$ cat src/hw/rtl/esae_pkg.sv
`timescale 1ns / 1ps

package esae_pkg;

  // saturation limits on the magnitude of a 48-bit signed result
  localparam logic [47:0] SAT_POS_MAG = 48'h7FFF_FFFF_FFFF;
  localparam logic [47:0] SAT_NEG_MAG = 48'h8000_0000_0000;

  // reset value of the sampling period register
  localparam logic [15:0] TPS_RESET = 16'd1000;

  // request type codes
  localparam logic REQ_UPDATE = 1'b0;
  localparam logic REQ_RESET  = 1'b1;

  // start request to the shared multiply-divide unit
  typedef struct packed {
    logic start;
    logic frac;   // scale the product by 2^FRAC_BITS
    logic neg;    // result is negative
  } unit_req_t;

  // unit completion status and signed, saturated result
  typedef struct packed {
    logic        done;
    logic [47:0] value;
  } unit_rsp_t;

endpackage

$ cat src/hw/rtl/esae_in_if.sv
`timescale 1ns / 1ps

interface esae_in_if;
  logic               valid;
  logic               ready;
  logic               req_type;
  logic signed [31:0] position;
  logic        [31:0] timestamp;

  modport source (output valid, output req_type, output position, output timestamp,
                  input ready);
  modport sink   (input valid, input req_type, input position, input timestamp,
                  output ready);
endinterface

$ cat src/hw/rtl/esae_out_if.sv
`timescale 1ns / 1ps

interface esae_out_if;
  logic               valid;
  logic               ready;
  logic signed [31:0] cur_position;
  logic signed [47:0] speed;
  logic signed [47:0] acceleration;
  logic        [31:0] sample_time;
  logic               zero_interval;

  modport source (output valid, output cur_position, output speed, output acceleration,
                  output sample_time, output zero_interval, input ready);
  modport sink   (input valid, input cur_position, input speed, input acceleration,
                  input sample_time, input zero_interval, output ready);
endinterface

$ cat src/hw/rtl/esae_cfg_if.sv
`timescale 1ns / 1ps

interface esae_cfg_if;
  logic        valid;
  logic        ready;
  logic [15:0] data;

  modport source (output valid, output data, input ready);
  modport sink   (input valid, input data, output ready);
endinterface

$ cat src/hw/rtl/esae_divsat.sv
`timescale 1ns / 1ps

// shared unit: value = sign * min(floor(mag * tps * 2^(frac ? FRAC_BITS : 0) / dt), limit)
// a multiply step, then a restoring divider retiring one quotient bit per cycle
module esae_divsat #(
  parameter int FRAC_BITS = 16
) (
  input  logic                clk_i,
  input  logic                rst_ni,
  input  esae_pkg::unit_req_t req_i,
  input  logic [47:0]         mag_i,
  input  logic [15:0]         tps_i,
  input  logic [31:0]         dt_i,
  output esae_pkg::unit_rsp_t rsp_o
);

  // speed numerator stays below 2^(48+FRAC_BITS), acceleration below 2^64
  localparam int NUM_W = (48 + FRAC_BITS > 64) ? 48 + FRAC_BITS : 64;
  localparam int CNT_W = $clog2(NUM_W + 1);

  localparam logic [1:0] U_IDLE = 2'd0;
  localparam logic [1:0] U_MUL  = 2'd1;
  localparam logic [1:0] U_DIV  = 2'd2;
  localparam logic [1:0] U_FIN  = 2'd3;

  logic [1:0]       state_q, state_d;
  logic [47:0]      mag_q, mag_d;
  logic             frac_q, frac_d;
  logic             neg_q, neg_d;
  logic [NUM_W-1:0] num_q, num_d;
  logic [31:0]      rem_q, rem_d;
  logic [47:0]      quo_q, quo_d;
  logic             ovf_q, ovf_d;
  logic [CNT_W-1:0] cnt_q, cnt_d;

  logic [63:0] prod;
  logic [32:0] rem_sh;
  logic [32:0] rem_sub;
  logic        ge;
  logic [47:0] limit;
  logic [47:0] sat_mag;

  // product of the magnitude and the sampling period
  assign prod = mag_q * tps_i;

  // one restoring division step
  assign rem_sh  = {rem_q, num_q[NUM_W-1]};
  assign rem_sub = rem_sh - {1'b0, dt_i};
  assign ge      = (rem_sh >= {1'b0, dt_i});

  // saturate and apply the sign
  assign limit   = neg_q ? esae_pkg::SAT_NEG_MAG : esae_pkg::SAT_POS_MAG;
  assign sat_mag = (ovf_q || (quo_q > limit)) ? limit : quo_q;

  assign rsp_o.done  = (state_q == U_FIN);
  assign rsp_o.value = neg_q ? 48'(-sat_mag) : sat_mag;

  // sequencer
  always_comb begin
    state_d = state_q;
    mag_d   = mag_q;
    frac_d  = frac_q;
    neg_d   = neg_q;
    num_d   = num_q;
    rem_d   = rem_q;
    quo_d   = quo_q;
    ovf_d   = ovf_q;
    cnt_d   = cnt_q;
    unique case (state_q)
      U_IDLE: begin
        if (req_i.start) begin
          mag_d   = mag_i;
          frac_d  = req_i.frac;
          neg_d   = req_i.neg;
          state_d = U_MUL;
        end
      end
      U_MUL: begin
        num_d   = frac_q ? (NUM_W'(prod) << FRAC_BITS) : NUM_W'(prod);
        rem_d   = '0;
        quo_d   = '0;
        ovf_d   = 1'b0;
        cnt_d   = CNT_W'(NUM_W);
        state_d = U_DIV;
      end
      U_DIV: begin
        rem_d = ge ? rem_sub[31:0] : rem_sh[31:0];
        num_d = num_q << 1;
        quo_d = {quo_q[46:0], ge};
        ovf_d = ovf_q | quo_q[47];
        cnt_d = cnt_q - 1'b1;
        if (cnt_q == CNT_W'(1)) begin
          state_d = U_FIN;
        end
      end
      U_FIN: begin
        state_d = U_IDLE;
      end
      default: begin
        state_d = U_IDLE;
      end
    endcase
  end

  // control state
  always_ff @(posedge clk_i or negedge rst_ni) begin
    if (!rst_ni) begin
      state_q <= U_IDLE;
    end else begin
      state_q <= state_d;
    end
  end

  // datapath registers
  always_ff @(posedge clk_i) begin
    mag_q  <= mag_d;
    frac_q <= frac_d;
    neg_q  <= neg_d;
    num_q  <= num_d;
    rem_q  <= rem_d;
    quo_q  <= quo_d;
    ovf_q  <= ovf_d;
    cnt_q  <= cnt_d;
  end

endmodule

$ cat src/hw/rtl/encoder_speed_accel_estimator.sv
`timescale 1ns / 1ps
// order: a reset item or a zero interval item is recorded from idle, then S_DONE loads the
// output register once it is free; an update item runs S_SPD, S_ACC_GO and S_ACC, using the
// shared multiply and one-bit-per-cycle divider for each pass, then S_DONE; a new item is taken
// only in idle, and a finished result waits in the output register while the next item is taken
// reset: asynchronous active low; clears state to zero and the sampling period to 1000
module encoder_speed_accel_estimator #(
  parameter int FRAC_BITS = 16
) (
  input  logic             clk_i,
  input  logic             rst_ni,
  esae_in_if.sink          in_ch,
  esae_out_if.source       out_ch,
  esae_cfg_if.sink         cfg_ch
);

  localparam logic [2:0] S_IDLE   = 3'd0;
  localparam logic [2:0] S_SPD    = 3'd1;
  localparam logic [2:0] S_ACC_GO = 3'd2;
  localparam logic [2:0] S_ACC    = 3'd3;
  localparam logic [2:0] S_DONE   = 3'd4;

  logic [2:0]  state_q, state_d;
  logic [15:0] tps_q;

  // architectural state
  logic [31:0] prev_pos_q, prev_pos_d;
  logic [47:0] prev_spd_q, prev_spd_d;
  logic [47:0] prev_acc_q, prev_acc_d;
  logic [31:0] prev_time_q, prev_time_d;
  logic        flag_q, flag_d;

  // per-item working registers
  logic [31:0] pos_w_q, pos_w_d;
  logic [31:0] ts_w_q, ts_w_d;
  logic [31:0] dt_q, dt_d;
  logic [47:0] spd_w_q, spd_w_d;

  // output register
  logic        out_valid_q;
  logic [31:0] out_pos_q;
  logic [47:0] out_spd_q;
  logic [47:0] out_acc_q;
  logic [31:0] out_time_q;
  logic        out_flag_q;

  logic        in_acc;
  logic        out_load;
  logic [31:0] dt_in;
  logic [32:0] pos_diff;
  logic [32:0] pos_abs;
  logic [48:0] spd_diff;
  logic [48:0] spd_abs;

  esae_pkg::unit_req_t unit_req;
  esae_pkg::unit_rsp_t unit_rsp;
  logic [47:0]         unit_mag;

  // handshakes
  assign in_ch.ready  = (state_q == S_IDLE);
  assign in_acc       = in_ch.valid && in_ch.ready;
  assign cfg_ch.ready = 1'b1;
  assign out_load     = (state_q == S_DONE) && (!out_valid_q || out_ch.ready);

  // elapsed ticks and position change of the incoming transaction
  assign dt_in    = in_ch.timestamp - prev_time_q;
  assign pos_diff = {in_ch.position[31], in_ch.position} - {prev_pos_q[31], prev_pos_q};
  assign pos_abs  = pos_diff[32] ? 33'(-pos_diff) : pos_diff;

  // speed change for the acceleration pass
  assign spd_diff = {spd_w_q[47], spd_w_q} - {prev_spd_q[47], prev_spd_q};
  assign spd_abs  = spd_diff[48] ? 49'(-spd_diff) : spd_diff;

  // unit requests: speed pass from idle, acceleration pass afterwards
  always_comb begin
    unit_req.start = 1'b0;
    unit_req.frac  = 1'b0;
    unit_req.neg   = 1'b0;
    unit_mag       = '0;
    if (state_q == S_IDLE) begin
      unit_req.start = in_acc && (in_ch.req_type == esae_pkg::REQ_UPDATE) && (dt_in != '0);
      unit_req.frac  = 1'b1;
      unit_req.neg   = pos_diff[32];
      unit_mag       = 48'(pos_abs);
    end else if (state_q == S_ACC_GO) begin
      unit_req.start = 1'b1;
      unit_req.neg   = spd_diff[48];
      unit_mag       = spd_abs[47:0];
    end
  end

  esae_divsat #(
    .FRAC_BITS(FRAC_BITS)
  ) u_divsat (
    .clk_i (clk_i),
    .rst_ni(rst_ni),
    .req_i (unit_req),
    .mag_i (unit_mag),
    .tps_i (tps_q),
    .dt_i  (dt_q),
    .rsp_o (unit_rsp)
  );

  // sequencer
  always_comb begin
    state_d     = state_q;
    prev_pos_d  = prev_pos_q;
    prev_spd_d  = prev_spd_q;
    prev_acc_d  = prev_acc_q;
    prev_time_d = prev_time_q;
    flag_d      = flag_q;
    pos_w_d     = pos_w_q;
    ts_w_d      = ts_w_q;
    dt_d        = dt_q;
    spd_w_d     = spd_w_q;
    unique case (state_q)
      S_IDLE: begin
        if (in_acc) begin
          if (in_ch.req_type == esae_pkg::REQ_RESET) begin
            prev_pos_d  = in_ch.position;
            prev_spd_d  = '0;
            prev_acc_d  = '0;
            prev_time_d = in_ch.timestamp;
            flag_d      = 1'b0;
            state_d     = S_DONE;
          end else if (dt_in == '0) begin
            prev_pos_d = in_ch.position;
            flag_d     = 1'b1;
            state_d    = S_DONE;
          end else begin
            pos_w_d = in_ch.position;
            ts_w_d  = in_ch.timestamp;
            dt_d    = dt_in;
            state_d = S_SPD;
          end
        end
      end
      S_SPD: begin
        if (unit_rsp.done) begin
          spd_w_d = unit_rsp.value;
          state_d = S_ACC_GO;
        end
      end
      S_ACC_GO: begin
        state_d = S_ACC;
      end
      S_ACC: begin
        if (unit_rsp.done) begin
          prev_pos_d  = pos_w_q;
          prev_spd_d  = spd_w_q;
          prev_acc_d  = unit_rsp.value;
          prev_time_d = ts_w_q;
          flag_d      = 1'b0;
          state_d     = S_DONE;
        end
      end
      S_DONE: begin
        if (out_load) begin
          state_d = S_IDLE;
        end
      end
      default: begin
        state_d = S_IDLE;
      end
    endcase
  end

  // control and architectural state
  always_ff @(posedge clk_i or negedge rst_ni) begin
    if (!rst_ni) begin
      state_q     <= S_IDLE;
      tps_q       <= esae_pkg::TPS_RESET;
      prev_pos_q  <= '0;
      prev_spd_q  <= '0;
      prev_acc_q  <= '0;
      prev_time_q <= '0;
      flag_q      <= 1'b0;
      out_valid_q <= 1'b0;
    end else begin
      state_q     <= state_d;
      prev_pos_q  <= prev_pos_d;
      prev_spd_q  <= prev_spd_d;
      prev_acc_q  <= prev_acc_d;
      prev_time_q <= prev_time_d;
      flag_q      <= flag_d;
      if (cfg_ch.valid && cfg_ch.ready) begin
        tps_q <= cfg_ch.data;
      end
      if (out_load) begin
        out_valid_q <= 1'b1;
      end else if (out_ch.ready) begin
        out_valid_q <= 1'b0;
      end
    end
  end

  // working and output payload registers
  always_ff @(posedge clk_i) begin
    pos_w_q <= pos_w_d;
    ts_w_q  <= ts_w_d;
    dt_q    <= dt_d;
    spd_w_q <= spd_w_d;
    if (out_load) begin
      out_pos_q  <= prev_pos_q;
      out_spd_q  <= prev_spd_q;
      out_acc_q  <= prev_acc_q;
      out_time_q <= prev_time_q;
      out_flag_q <= flag_q;
    end
  end

  // result channel
  assign out_ch.valid         = out_valid_q;
  assign out_ch.cur_position  = out_pos_q;
  assign out_ch.speed         = out_spd_q;
  assign out_ch.acceleration  = out_acc_q;
  assign out_ch.sample_time   = out_time_q;
  assign out_ch.zero_interval = out_flag_q;

endmodule

$ cat src/flat_wrapper.sv
// flat-port wrapper written by rule: the top's interface ports become plain ports
module encoder_speed_accel_estimator_flat 
#(
  parameter int FRAC_BITS = 16
)
  (clk_i, rst_ni, in_ch_valid, in_ch_req_type, in_ch_position, in_ch_timestamp, in_ch_ready, out_ch_valid, out_ch_cur_position, out_ch_speed, out_ch_acceleration, out_ch_sample_time, out_ch_zero_interval, out_ch_ready, cfg_ch_valid, cfg_ch_data, cfg_ch_ready);
  esae_in_if in_ch_i ();
  esae_out_if out_ch_i ();
  esae_cfg_if cfg_ch_i ();
  input  logic clk_i;
  input  logic rst_ni;
  input wire logic [$bits(in_ch_i.valid)-1:0] in_ch_valid;
  input wire logic [$bits(in_ch_i.req_type)-1:0] in_ch_req_type;
  input wire logic [$bits(in_ch_i.position)-1:0] in_ch_position;
  input wire logic [$bits(in_ch_i.timestamp)-1:0] in_ch_timestamp;
  output wire logic [$bits(in_ch_i.ready)-1:0] in_ch_ready;
  output wire logic [$bits(out_ch_i.valid)-1:0] out_ch_valid;
  output wire logic [$bits(out_ch_i.cur_position)-1:0] out_ch_cur_position;
  output wire logic [$bits(out_ch_i.speed)-1:0] out_ch_speed;
  output wire logic [$bits(out_ch_i.acceleration)-1:0] out_ch_acceleration;
  output wire logic [$bits(out_ch_i.sample_time)-1:0] out_ch_sample_time;
  output wire logic [$bits(out_ch_i.zero_interval)-1:0] out_ch_zero_interval;
  input wire logic [$bits(out_ch_i.ready)-1:0] out_ch_ready;
  input wire logic [$bits(cfg_ch_i.valid)-1:0] cfg_ch_valid;
  input wire logic [$bits(cfg_ch_i.data)-1:0] cfg_ch_data;
  output wire logic [$bits(cfg_ch_i.ready)-1:0] cfg_ch_ready;
  assign in_ch_i.valid = in_ch_valid;
  assign in_ch_i.req_type = in_ch_req_type;
  assign in_ch_i.position = in_ch_position;
  assign in_ch_i.timestamp = in_ch_timestamp;
  assign in_ch_ready = in_ch_i.ready;
  assign out_ch_valid = out_ch_i.valid;
  assign out_ch_cur_position = out_ch_i.cur_position;
  assign out_ch_speed = out_ch_i.speed;
  assign out_ch_acceleration = out_ch_i.acceleration;
  assign out_ch_sample_time = out_ch_i.sample_time;
  assign out_ch_zero_interval = out_ch_i.zero_interval;
  assign out_ch_i.ready = out_ch_ready;
  assign cfg_ch_i.valid = cfg_ch_valid;
  assign cfg_ch_i.data = cfg_ch_data;
  assign cfg_ch_ready = cfg_ch_i.ready;
  encoder_speed_accel_estimator #(.FRAC_BITS(FRAC_BITS)) u_core (.clk_i(clk_i), .rst_ni(rst_ni), .in_ch(in_ch_i), .out_ch(out_ch_i), .cfg_ch(cfg_ch_i));
endmodule
$ cat config.mk
export PLATFORM = sky130hd
export DESIGN_NAME = encoder_speed_accel_estimator_flat
export DESIGN_NICKNAME = d
export VERILOG_FILES = /design/src/hw/rtl/esae_pkg.sv /design/src/hw/rtl/esae_in_if.sv /design/src/hw/rtl/esae_out_if.sv /design/src/hw/rtl/esae_cfg_if.sv /design/src/hw/rtl/esae_divsat.sv /design/src/hw/rtl/encoder_speed_accel_estimator.sv /design/src/flat_wrapper.sv
export SDC_FILE = /design/constraint.sdc
export NUM_CORES = 2
export LEC_CHECK = 0
export ABC_CLOCK_PERIOD_IN_PS = 18200
export BUFFER_PORTS_ARGS = -buffer_cell sky130_fd_sc_hd__buf_2
export CORE_ASPECT_RATIO = 1.25
export CORE_MARGIN = 4
export CORE_UTILIZATION = 50
export CTS_BUF_LIST = sky130_fd_sc_hd__clkbuf_8
export CTS_CLUSTER_SIZE = 14
export DETAILED_ROUTE_END_ITERATION = 8
export PLACE_DENSITY = 0.77
export SLEW_MARGIN = 5
export SYNTH_ARGS = -nofsm -noshare
export SYNTH_HDL_FRONTEND = slang
export SYNTH_SLANG_ARGS = --single-unit
$ cat constraint.sdc
create_clock -name clk_i -period 18.2 [get_ports clk_i]
set_input_delay 0.91 -clock clk_i [delete_from_list [all_inputs] [get_ports clk_i]]
set_output_delay 0.91 -clock clk_i [all_outputs]
set_load 0.02 [all_outputs]
Word-level counts from Yosys, hierarchy flattened

Cells that the tools add are included.

Bits in registers: 690
Latch bits: 0
Bits in writable memories: 0
Bits in read-only memories: 0
Bits of input ports: 86
Memories kept: 0

Add/subtract/negate cells: 8
Multiply operators: 1
Divide/modulo/power cells: 0
Order comparisons: 2
Eq/ne operators: 16
Shift-type cells: 0
Mux-type cells: 51
Bitwise operators: 4
Reduce and logical (&&, ||, !) cells: 22

Operators by type and width:

| operator           | count |
|---|---|
| $mux 48            | 8 |
| $pmux 48 s2        | 3 |
| $mux 32            | 8 |
| $pmux 32 s2        | 3 |
| $pmux 64 s2        | 1 |
| $mux 33            | 3 |
| $neg 48->48        | 2 |
| $mul 48x16->64     | 1 |
| $mux 64            | 1 |
| $sub 32x32->32     | 2 |
| $sub 48x48->49     | 1 |
| $gt 48x48->1       | 1 |
| $ge 33x32->1       | 1 |
| $neg 33->33        | 1 |
| $sub 32x32->33     | 1 |
| $logic_not 32->1   | 1 |
| $reduce_bool 32->1 | 1 |
| $mux 3             | 6 |
| $reduce_and 4->1   | 4 |
| $pmux 3 s5         | 1 |
| $pmux 7 s2         | 1 |
| $ne 2x2->1 const B | 6 |
| $mux 1             | 11 |
| $pmux 2 s4         | 1 |
| other kinds (21)   | 35 |

Depth between registers and ports, before layout

Depth in word-level cells: 8
Depth in mapped cells: 28
Depth with buffers taken out: 26

By module

From an unflattened synthesis, not the netlist that was laid out.

Cells, all modules: 6619
Area, all modules: 62864.0 um^2

By module, submodules not included:

| module                        | instances | cells each | area an instance (um^2) | seq. area each (um^2) |
|---|---|---|---|---|
| esae_divsat                   | 1         | 4137       | 36709.0                 | 6115.9 |
| encoder_speed_accel_estimator | 1         | 2482       | 26155.1                 | 13695.6 |

Least setup slack after synthesis

OpenSTA, ideal clock, no wires.

Path kind: input -> register
Start point: in in_ch_timestamp[12]
End point: reg u_core.u_divsat.state_q[1]
Arrival time: 11.769 ns
Required time: 18.057 ns
Path slack: 6.288 ns
Cell stages on the path: 14
Path buffers: 1
Cell sequence: ha_1 > clkbuf_1 > nand3_1 > or3_1 > o221a_2 > o21ai_0 > a31oi_1 > o21ai_0 > a21oi_1 > or3b_1 > mux2_2 > a211oi_1 > o22ai_1 > mux2_2

Word-level cells in the longest chain between the ends: 6

RTL lines:

| what                       | RTL line                            | source |
|---|---|---|
| start: declaration         | flat_wrapper.sv:15                  | `input wire logic [$bits(in_ch_i.timestamp)-1:0] in_ch_timestamp;` |
| $sub 32x32->32             | encoder_speed_accel_estimator.sv:66 | `assign dt_in = in_ch.timestamp - prev_time_q;` |
| $reduce_bool 32->1         | encoder_speed_accel_estimator.sv:81 | `unit_req.start = in_acc && (in_ch.req_type == esae_pkg::REQ_UPDATE) && (dt_in != '0);` |
| $logic_and 1x1->1          | encoder_speed_accel_estimator.sv:81 |  |
| $mux 1                     | encoder_speed_accel_estimator.sv:80 | `if (state_q == S_IDLE) begin` |
| $ne 2x2->1 (no line)       | -                                   |  |
| $reduce_and 2->1 (no line) | -                                   |  |
| end signal: assignment     | esae_divsat.sv:110                  | `state_q <= state_d;` |
| end: declaration           | esae_divsat.sv:26                   | `logic [1:0] state_q, state_d;` |

Every way passes these cells.
A chain may end at the register's enable or synchronous reset.

Worst setup path after layout

Start point: reg u_core.tps_q[3]
End point: reg u_core.u_divsat.num_q[51], data pin

Word-level cells in the longest chain between the ends: 3

RTL lines:

| what                          | RTL line                             | source |
|---|---|---|
| start: declaration            | encoder_speed_accel_estimator.sv:24  | `logic [15:0] tps_q;` |
| start signal: assignment      | encoder_speed_accel_estimator.sv:172 | `tps_q <= esae_pkg::TPS_RESET;` |
| start signal: assignment      | encoder_speed_accel_estimator.sv:187 | `tps_q <= cfg_ch.data;` |
| $mul 48x16->64                | esae_divsat.sv:44                    | `assign prod = mag_q * tps_i;` |
| $mux 64                       | esae_divsat.sv:79                    | `num_d = frac_q ? (NUM_W'(prod) << FRAC_BITS) : NUM_W'(prod);` |
| $pmux 64 s2                   | esae_divsat.sv:69                    | `unique case (state_q)` |
| via u_core.u_divsat.num_d[51] | esae_divsat.sv:30                    | `logic [NUM_W-1:0] num_q, num_d;` |
| end signal: assignment        | esae_divsat.sv:119                   | `num_q <= num_d;` |
| end: declaration              | esae_divsat.sv:30                    |  |

The timed path passes the listed nets, and every way through them passes these cells.

==> impl_metrics.tcl <==
set metrics [dict create \
    fin_cells 8272 \
    overflow 0 \
    cp.arrival_ns 9.16 \
    hold_buffers 0 \
    fin_nets 7635 \
    first_global_vias 50700 \
    synthTopCellsByCount "inv_1, nand2_1, fa_1" \
    num-fill-cells 10700 \
    synth-seq-cells 690 \
    netlist_area_sq_um 62600 \
    fin_util_pct 54.7 \
    dp_slack_ns 9.81 \
    cp.buffers_inverters 4 \
    cts.path.max_buffers 3 \
    worstSkewPairLatency_ns 0.83 \
    min_period_ns 8.56 \
    synthCells 6460 \
    cts_sinks 690 \
    drt_first_pass_iters 6 \
    cp-end-kind "register" \
    cts_buffers 106 \
    clock_skew_ns 0.0732 \
    grt_start_max_net_pins 109 \
    fmax_mhz 117 \
    finalWorstSetupSlack_ns 9.64 \
    avgSynthCellArea_sq_um 9.69 \
    finalSetupViolCount 0 \
    clk_pin_slew_ns 0.07 \
    ys_top_cells_by_area "edfxtp_1, fa_1, dfrtp_1" \
    fin_crit_sh_pct 47.0 \
    synth_top_family_by_area "adder cells" \
    report.final.slew_viol_count 0 \
    dp.cells 8065 \
    slowest_stage "nor4b_1" \
    ant_nets 0 \
    slew-limit-headroom_pct 21.4 \
    yosys_warnings 0 \
    ys.flop_type "edfxtp_1" \
    finalSetupTns_ns 0 \
    yosysTopAreaCell "edfxtp_1" \
    io_pins 250 \
    rows 144 \
    yosys.area.top_type_share_pct 24.3 \
    worstPathRequired_ns 18.81 \
    dieArea_sq_um 131000 \
    grt_antenna_before_repair 7 \
    crit_fanout 49 \
    crit_chain "buf_4 > nand2_1 > fa_1 > fa_1 > fa_1 > inv_1 > fa_1 > fa_1 > inv_1 > fa_1 > inv_1 > ha_1 > a21o_1 > a21o_1 > a21o_1 > a41o_1 > a211o_1 > a31oi_1 > a21oi_1 > o2111ai_1 > nor4b_1 > nor3_1 > or3b_2 > a2bb2oi_1" \
    rsz0062_at_grt "no" \
    core-area_sq_um 124000 \
    critPathTopFamily "adder cells" \
    status "completed" \
    min_path_type "primary input to asynchronous set/reset pin" \
    cts_root_buffer "clkbuf_8" \
    synthSimpleGateAreaFrac_pct 15.0 \
    grt_pass1_wl_microns 272000 \
    vias_per_cell 5.92 \
    yosys.cell_count.top_type "inv_1" \
    cts_setup_buffers 0 \
    io_buffers 248 \
    cts_resized 0 \
    grt_usage_pct 25.9 \
    htree_levels 3 \
    synthMuxAreaShare_pct 2.03 \
    hold_viol 0 \
    hpwl_microns 127000 \
    cts_tree "yes" \
    ys_async_sr_fraction_pct 26.5 \
    initial_core_util_pct 50.6 \
    worstSetupPathType "register to register" \
    cap_viol_max_count 0 \
    worst_pin_slew_ns 1.16 \
    vias 49000 \
    die_y_microns 404 \
    wl_microns 171000 \
    gp_congestion 0.936 \
    yosysSeqAreaShare_pct 31.7 \
    crit_top_cell "fa_1" \
    wl_per_cell_microns 20.6 \
    yosysUniqueCellTypes 94 \
    synthesis.nets 7528 \
    drc 0 \
    cp-start-kind "register" \
    drive_gt1_share_pct 8.71 \
    die_w_microns 324 \
    slowest_delay_ns 0.81 \
    synth-edff-count 507 \
    drtIter0Drc 4149 \
    synth-compound-area-share_pct 13.4 \
    yosys.area_share.xor_xnor_pct 3.01 \
    yosys.area_share.adder_pct 27.4 \
    area_growth_pct 8.17 \
]
layout by cell type (no fill, tap or decap), types with 70 or more instances in the layout:
| cell | count |
|---|---|
| inv_1 | 979 |
| nand2_1 | 840 |
| fa_1 | 646 |
| edfxtp_1 | 507 |
| ha_1 | 334 |
| and2_1 | 311 |
| nor2_1 | 301 |
| o21ai_0 | 257 |
| a21oi_1 | 252 |
| buf_2 | 247 |
| dfrtp_1 | 174 |
| xnor2_1 | 123 |
| a21o_1 | 122 |
| clkbuf_8 | 119 |
| a22o_1 | 104 |
| mux2i_1 | 101 |
| nand3_1 | 97 |
| nor3_1 | 93 |
| xor2_1 | 92 |
| or3_1 | 70 |
state kept, by name (all words and copies together), names as in the netlist, 2 cells and up:
| name | flops |
|---|---|
| u_core.dt_q | 32 |
| u_core.out_ch.speed | 48 |
| u_core.prev_spd_q | 48 |
| u_core.u_divsat.mag_q | 48 |
| u_core.tps_q | 16 |
| u_core.spd_w_q | 48 |
| u_core.u_divsat.rem_q | 32 |
| u_core.prev_time_q | 32 |
| u_core.out_ch.cur_position | 32 |
| u_core.out_ch.acceleration | 48 |
| u_core.out_ch.sample_time | 32 |
| u_core.state_q | 3 |
| u_core.u_divsat.state_q | 2 |
| u_core.u_divsat.num_q | 64 |
| u_core.pos_w_q | 32 |
| u_core.prev_acc_q | 48 |
| u_core.u_divsat.cnt_q | 7 |
| u_core.ts_w_q | 32 |
| u_core.u_divsat.quo_q | 48 |
| u_core.prev_pos_q | 32 |
cell type report:
class	count	area, sq um	share of cell area, %
inverter	952	3570	5.28
sequential	690	19800	29.3
tap	1606	2010	2.97
antenna	5	12.5	0.0185
multi-input combinational	4518	38200	56.4
timing repair buffer	299	1630	2.41
clock buffer	118	1620	2.40
clock inverter	84	860	1.27
cell families after synthesis:
| group | after synthesis |
|---|---|
| buf+inv | 1252 |
| mux | 124 |
| simple gates | 1968 |
| other cells | 1 |
| fa+ha+maj | 982 |
| xor+xnor | 215 |
| compound gates | 1228 |
| flops | 690 |
worst reg2reg max path, cell delays in order (launching register included):
cell,delay [ns]
dfstp_2,0.51
buf_4,0.54
nand2_1,0.22
fa_1,0.60
fa_1,0.47
fa_1,0.53
inv_1,0.05
fa_1,0.48
fa_1,0.56
inv_1,0.07
fa_1,0.55
inv_1,0.05
ha_1,0.39
a21o_1,0.20
a21o_1,0.17
a21o_1,0.20
a41o_1,0.24
a211o_1,0.31
a31oi_1,0.30
a21oi_1,0.16
o2111ai_1,0.23
nor4b_1,0.81
nor3_1,0.09
or3b_2,0.47
a2bb2oi_1,0.19
stage by stage:
step,hold WS (ns),area (sq um)
2_1_floorplan,0.425,62600
3_3_place_gp,0.431,65200
3_5_place_dp,0.434,65200
4_1_cts,0.183,67700
5_1_grt,0.212,67700
6_report,0.185,67700
routing by layer:
metal / up-vias / wire (microns) / track usage (%)
met1: 24300 / 64500 / 31.5
met5: - / 13 / 0
li1: 22000 / - / -
met3: 547 / 13200 / 4.46
met4: 2 / 9220 / 12.3
met2: 2168 / 83900 / 44.8
worst paths after layout:
path / start / cells after the start / end / slack (ns)
worst max register to register: u_core.tps_q[3]$_DFFE_PN1P_ / 24 / u_core.u_divsat.num_q[51]$_DFFE_PP_ / 9.64
worst min register to register: u_core.prev_acc_q[24]$_DFFE_PN0P_ / 0 / u_core.out_ch.acceleration[24]$_DFFE_PP_ / 0.45
worst min-delay path: rst_ni / 1 / u_core.prev_acc_q[17]$_DFFE_PN0P_ / 0.19
worst max-delay path: u_core.tps_q[3]$_DFFE_PN1P_ / 24 / u_core.u_divsat.num_q[51]$_DFFE_PP_ / 9.64
min in group clk_i: in_ch_timestamp[10] / 1 / u_core.ts_w_q[10]$_DFFE_PP_ / 0.30
max in group asynchronous: rst_ni / 3 / u_core.prev_pos_q[18]$_DFFE_PN0P_ / 16.06
Power is left out: the tool's default activity adds up to more than one toggle a clock period on the data nets, which glitch-free logic cannot reach.
